===== src/rtl/core/ssrl_pkg.sv =====
// shared types and constants of the sorted symbol range lookup unit
`timescale 1ns / 1ps

package ssrl_pkg;

	// table geometry
	localparam int TABLE_DEPTH = 1024;
	localparam int IDX_W       = $clog2(TABLE_DEPTH);

	// fixed field widths
	localparam int ADDR_W    = 64;
	localparam int INDEX_W   = 10;
	localparam int COUNT_W   = 11;
	localparam int CFG_IDX_W = 2;

	// configuration register indexes
	localparam logic [CFG_IDX_W-1:0] REG_TEXT_ORIGIN = 2'd0;
	localparam logic [CFG_IDX_W-1:0] REG_LOAD_BASE   = 2'd1;
	localparam logic [CFG_IDX_W-1:0] REG_LOAD_END    = 2'd2;
	localparam logic [CFG_IDX_W-1:0] REG_ENTRY_COUNT = 2'd3;

	// input beat function codes
	localparam logic FUNC_WRITE  = 1'b0;
	localparam logic FUNC_LOOKUP = 1'b1;

	// lookup outcome codes
	typedef enum logic [1:0] {
		ST_HIT   = 2'd0,
		ST_LAST  = 2'd1,
		ST_BELOW = 2'd2,
		ST_NONE  = 2'd3
	} status_t;

	// commands from controller to datapath
	typedef struct packed {
		logic    wr_entry;
		logic    ld_query;
		logic    ld_key;
		logic    rd_ends;
		logic    rd_mid;
		logic    cmp_ends;
		logic    cmp_mid;
		logic    res_load;
		status_t res_kind;
	} cmd_t;

	// status from datapath to controller
	typedef struct packed {
		logic empty;
		logic below;
		logic above_b;
		logic lo_eq_hi;
	} stat_t;

endpackage


===== src/rtl/core/ssrl_ctrl.sv =====
// controller state machine of the sorted symbol range lookup unit
`timescale 1ns / 1ps

module ssrl_ctrl import ssrl_pkg::*; (
	input  logic  clk,
	input  logic  arst_n,
	input  logic  start,
	input  logic  func,
	input  stat_t stat,
	output cmd_t  cmd,
	output logic  busy
);

	typedef enum logic [6:0] {
		S_IDLE     = 7'b0000001,
		S_KEY      = 7'b0000010,
		S_ENDS_RD  = 7'b0000100,
		S_ENDS_CMP = 7'b0001000,
		S_SRCH_RD  = 7'b0010000,
		S_SRCH_CMP = 7'b0100000,
		S_OUT      = 7'b1000000
	} state_t;

	state_t  state_q, state_d;
	status_t kind_q, kind_d;

	// state and outcome registers
	always_ff @(posedge clk or negedge arst_n) begin
		if (!arst_n) begin
			state_q <= S_IDLE;
			kind_q  <= ST_NONE;
		end else begin
			state_q <= state_d;
			kind_q  <= kind_d;
		end
	end

	// next state and command decode
	always_comb begin
		state_d      = state_q;
		kind_d       = kind_q;
		cmd          = '0;
		cmd.res_kind = kind_q;
		case (state_q)
			S_IDLE: begin
				if (start && !func) begin
					cmd.wr_entry = 1'b1;
				end else if (start && func) begin
					cmd.ld_query = 1'b1;
					if (stat.empty) begin
						kind_d  = ST_NONE;
						state_d = S_OUT;
					end else begin
						state_d = S_KEY;
					end
				end
			end
			S_KEY: begin
				cmd.ld_key = 1'b1;
				state_d    = S_ENDS_RD;
			end
			S_ENDS_RD: begin
				cmd.rd_ends = 1'b1;
				state_d     = S_ENDS_CMP;
			end
			S_ENDS_CMP: begin
				cmd.cmp_ends = 1'b1;
				if (stat.below) begin
					kind_d  = ST_BELOW;
					state_d = S_OUT;
				end else if (stat.above_b) begin
					kind_d  = ST_LAST;
					state_d = S_OUT;
				end else begin
					state_d = S_SRCH_RD;
				end
			end
			S_SRCH_RD: begin
				if (stat.lo_eq_hi) begin
					kind_d  = ST_NONE;
					state_d = S_OUT;
				end else begin
					cmd.rd_mid = 1'b1;
					state_d    = S_SRCH_CMP;
				end
			end
			S_SRCH_CMP: begin
				cmd.cmp_mid = 1'b1;
				if (!stat.below && !stat.above_b) begin
					kind_d  = ST_HIT;
					state_d = S_OUT;
				end else begin
					state_d = S_SRCH_RD;
				end
			end
			S_OUT: begin
				cmd.res_load = 1'b1;
				state_d      = S_IDLE;
			end
			default: begin
				state_d = S_IDLE;
			end
		endcase
	end

	assign busy = (state_q != S_IDLE);

	// result step always returns to idle
	a_out_to_idle: assert property (@(posedge clk) disable iff (!arst_n)
		state_q == S_OUT |=> state_q == S_IDLE)
		else $error("result step did not return to idle");

	// lookup on an empty table goes straight to the result step
	a_empty_short: assert property (@(posedge clk) disable iff (!arst_n)
		(state_q == S_IDLE && start && func && stat.empty) |=> state_q == S_OUT)
		else $error("empty table lookup did not skip the search");

	// a failed probe continues the search
	a_probe_miss: assert property (@(posedge clk) disable iff (!arst_n)
		(state_q == S_SRCH_CMP && (stat.below || stat.above_b)) |=> state_q == S_SRCH_RD)
		else $error("search probe miss did not continue");

endmodule


===== config.mk =====
export PLATFORM = sky130hd
export DESIGN_NAME = ssrl_ctrl
export DESIGN_NICKNAME = d
export VERILOG_FILES = /design/src/rtl/core/ssrl_pkg.sv /design/src/rtl/core/ssrl_ctrl.sv
export SDC_FILE = /design/constraint.sdc
export NUM_CORES = 1
export LEC_CHECK = 0
export ABC_AREA = 1
export BUFFER_PORTS_ARGS = -buffer_cell sky130_fd_sc_hd__clkbuf_2
export CAP_MARGIN = 20
export CORE_MARGIN = 8
export CORE_UTILIZATION = 44
export CTS_CLUSTER_SIZE = 24
export DETAILED_ROUTE_END_ITERATION = 10
export GPL_ROUTABILITY_DRIVEN = 0
export PLACE_DENSITY = 0.73
export SETUP_SLACK_MARGIN = 0.05
export SYNTH_ARGS = -nofsm -noshare
export SYNTH_HDL_FRONTEND = slang
export SYNTH_SLANG_ARGS = --single-unit

===== constraint.sdc =====
create_clock -name clk -period 1.1 [get_ports clk]
set_input_delay 0.11 -clock clk [delete_from_list [all_inputs] [get_ports clk]]
set_output_delay 0.11 -clock clk [all_outputs]
set_load 0.005 [all_outputs]

# After elaboration in Yosys (flattened, before gate mapping)

Index checks and enable logic that the tools add are counted.

Multiplexer cells: 27
Eq/ne operators: 14
Reductions and logical operators: 9

Operator list:

| cell                 | number |
|---|---|
| $mux W7              | 7 |
| $pmux W7 S6          | 1 |
| $mux W2              | 8 |
| $mux W1              | 10 |
| $ne A2 B2 Y1 const B | 5 |
| $pmux W2 S4          | 1 |
| $eq A7 B1 Y1 const B | 1 |
| $eq A7 B2 Y1 const B | 1 |
| $eq A7 B3 Y1 const B | 1 |
| $eq A7 B4 Y1 const B | 1 |
| $eq A7 B5 Y1 const B | 1 |
| $eq A7 B6 Y1 const B | 1 |
| $eq A7 B7 Y1 const B | 1 |
| $ne A7 B1 Y1 const B | 1 |
| $reduce_and A7 Y1    | 1 |
| $reduce_bool A4 Y1   | 1 |
| $logic_and A1 B1 Y1  | 3 |
| $logic_not A1 Y1     | 3 |
| $ne A3 B3 Y1 const B | 1 |
| $reduce_and A2 Y1    | 1 |

Flip-flop bits (word level): 9
Input port bits: 8
Output and inout port bits: 11
Word-level logic and storage cells: 52

# Depth between registers and ports, before layout

Depth after elaboration: 4
Depth in mapped cells: 10
Mapped depth without buffers: 10

# Worst setup path before layout

OpenSTA, ideal clock, no wires.

Path kind: register to register
From: reg state_q[0]
To: reg kind_q[0]
Stages on the path, launching flop included: 10
Data arrival time: 1.164 ns
Setup time: 0.076 ns
Period minus slack after synthesis: 1.239 ns
Data required time: 1.024 ns
Buffers on the path: 0
Slack: -0.139 ns
Cells stage by stage: dfstp_2 -> inv_2 -> nor2_1 -> nand2_1 -> nor2_4 -> nor2_1 -> nand2_2 -> nand3_2 -> nand2_1 -> nand2_1

Cells in the longest elaborated chain, start to end: 3
Elaborated cells between the ends (all ways): 13
Those cells by class: eq/ne (10); mux (1); reduce/logical (2)

RTL lines:

| item                                                  | RTL line        | RTL |
|---|---|---|
| start, declared                                       | ssrl_ctrl.sv:24 | `state_t state_q, state_d;` |
| start signal, assigned                                | ssrl_ctrl.sv:33 | `state_q <= state_d;` |
| $eq A7 B4 Y1 (tied with other cells)                  | ssrl_ctrl.sv:44 | `case (state_q)` |
| $ne A3 B3 Y1 (no source line) (tied with other cells) | -               |  |
| $reduce_and A7 Y1 (no source line)                    | -               |  |
| end signal, assigned                                  | ssrl_ctrl.sv:34 | `kind_q <= kind_d;` |
| end, declared                                         | ssrl_ctrl.sv:25 | `status_t kind_q, kind_d;` |

Several ways; a longest one is shown, not always the timed one.
A chain may end at the register's enable or synchronous reset.

==> metrics.txt <==
status=finished, violations left; failing checks=negative setup slack; synth cell count leaders=nand2_1, inv_1, nor2_1; max incr delay on CP=0.38 ns; largest net degree at the start of global routing=10; CTS tree=yes; Post-Layout Cell Count=154; Final Util=0.782; fin crit share=1.41; GRT Overall Usage=0.128; relative slew slack=0.847; DP Cell Count=139; Slew Viols, Final=0; ys flop type=dfrtp_1; crit path kind=reg2out; Floorplan Core Area=1320 um2; Final Skew=0.00636 ns; cell with the most instances after synthesis=nand2_1; total CTS buffers=3; Synth area leader=dfrtp_1; io pins=19; max-capacitance violation count=0; Worst-path clk slew=0.07 ns; final setup margin=-0.456 ns; post-route antenna net violation count=0; hold path start=start; number of port buffers=18; Worst Tran Pin Value=0.230 ns; Worst Reg2Reg Path Length in Cells=11; final hold violations=0; R2R Path Start=state_q[0]; CTS root buf=clkbuf_4; initial core utilization=0.481; number of synthesized flops with an enable pin=0; DR iter-0 viols=14; Total Power=0.00222 W; Max IR drop VDD=1.59 mV; Final Critical Period=1.56 ns; unrepaired setup endpoints after global routing=true; post-synth top area share=0.237; Worst path slowest cell=dfstp_2; Worst setup EP type=output port; Die ar.=2910 um2; Avg Synthesized Cell Area=6.68 um2; Layout area overhead=62.3%; global route overflow=0; Hold Path Sink=state_q[1]; startpoint types=register; hold path depth=3; RR Endpoint=kind_q[0]; yosys warns=0; clk buf depth=2; Required @ worst endpoint=0.99 ns; via count=767; Clock Latency Late Sink=0.27 ns; Num Clock Sinks=9; Die Y=54.0 um; Worst Path Arrival=1.45 ns; CP Max Fanout=5; final wirelength=1850 um; DR DRC count=0; Mapped Cells=95; Area contributors post-synth=dfrtp_1, nand2_1, dfstp_2; Reg2Reg Setup Slack=-0.37 ns; worst-path cell chain=buf_4 > nor2_2 > nand2_2 > nor2_4 > nand2_2 > inv_1 > clkbuf_2; # nets final=148; Synth cell types=17; global-route wire length before repair=2840 um; crit-path most repeated cell=nand2_2; DRT Pass-1 Iters=4; Worst Hold Class=in2reg; Vias/cell=4.98; share of cells above drive strength 1=0.540; Fmax=643 MHz; Cell Rows=13; ys async rst share=1.00; vias in the first global route=742; Seq/Total Area, Yosys=0.361; H-Tree Depth=1; ANT cells=0; WL/cell=12.0 um; initial antenna violation count=0; LEAKAGE=0.548 nW; P per Cell Area=2150 nW/um2; post-synth net total=103; synthesized area=634 um2; Finish-stage setup viols=16; Synth Register Bits=9; DPL Wire Length=1290 um; Die Span X=54.0 um
==> cell usage in the layout (no fill, tap or decap), types with 4 or more instances in the layout <==
cell type and instances:
nand2_1 28, buf_4 18, clkbuf_2 13, inv_1 11, nor2_1 8, nor2_4 7
nand2_2 7, inv_2 5, buf_2 5, dfrtp_1 5, nand3_1 4
==> per-layer routing <==
layer,part of all wire,global-route usage
met2,0.50,0.214
met4,0.016,0.0738
met3,0.029,0.0138
met1,0.46,0.153
met5,0,0
==> state kept, by name (all words and copies together), names as in the netlist <==
| name | cells |
|---|---|
| state_q | 7 |
| kind_q | 2 |
==> worst max-delay path, delay by kind of cell (launching register included) <==
family | cells | cell delay (ns)
flip-flops | 1 | 0.38
AND/OR/NAND/NOR | 4 | 0.50
buffers and inverters | 3 | 0.29
==> cell type report <==
class / instances / area (um2)
sequential: 9 / 230
multi-input combinational: 70 / 425
inverter: 16 / 60.1
tap: 15 / 18.8
fill: 91 / 288
timing repair buffer: 40 / 269
clock buffer: 4 / 26.3
==> through the flow <==
| stage | cell area, um2 | setup WS [ns] | TNS, ns | hold WS [ns] |
|---|---|---|---|---|
| 6_report | 1030 | -0.456 | -5.46 | 0.129 |
| 5_1_grt | 1030 | -0.528 | -6.82 | 0.178 |
| 4_1_cts | 900 | -0.421 | -5.40 | 0.130 |
| 3_5_place_dp | 826 | -0.241 | -1.85 | -0.0210 |
| 3_3_place_gp | 826 | -0.178 | -1.63 | -0.0194 |
| 2_1_floorplan | 634 | -0.139 | -0.564 | -0.186 |
==> cell families after synthesis <==
| family | synth area share |
|---|---|
| buf+inv | 0.0947 |
| simple gates | 0.505 |
| compound gates | 0.0394 |
| flops | 0.361 |
==> how the worst max path moves through the flow <==
stage,slack (ns),from,end
after floorplan,-0.14,state_q[0],kind_q[0]
after global placement,-0.18,state_q[6],kind_q[1]
after detailed placement,-0.24,state_q[6],kind_q[0]
after CTS,-0.42,state_q[0],cmd[9]
after global routing,-0.53,state_q[0],kind_q[1]
final,-0.46,state_q[0],cmd[5]
==> power by group <==
group	switching [W]	internal [W]	leakage, nW	total (W)
clock network	0.000128	0.000140	0.0150	0.000269
registers	0.0000842	0.000463	0.112	0.000547
logic	0.000750	0.000652	0.421	0.00140
total	0.000963	0.00126	0.548	0.00222
==> timing repair <==
| action | CTS | global route |
|---|---|---|
| pin swaps | 3 | 9 |
| gates resized for setup | 1 | 30 |
| hold buffers | 1 | 0 |
| hold endpoints to repair | 9 | 0 |
| endpoints found under the setup margin | 16 | 18 |
| setup buffers | 5 | 5 |
Note: power is estimated with default switching activity, not from simulation.
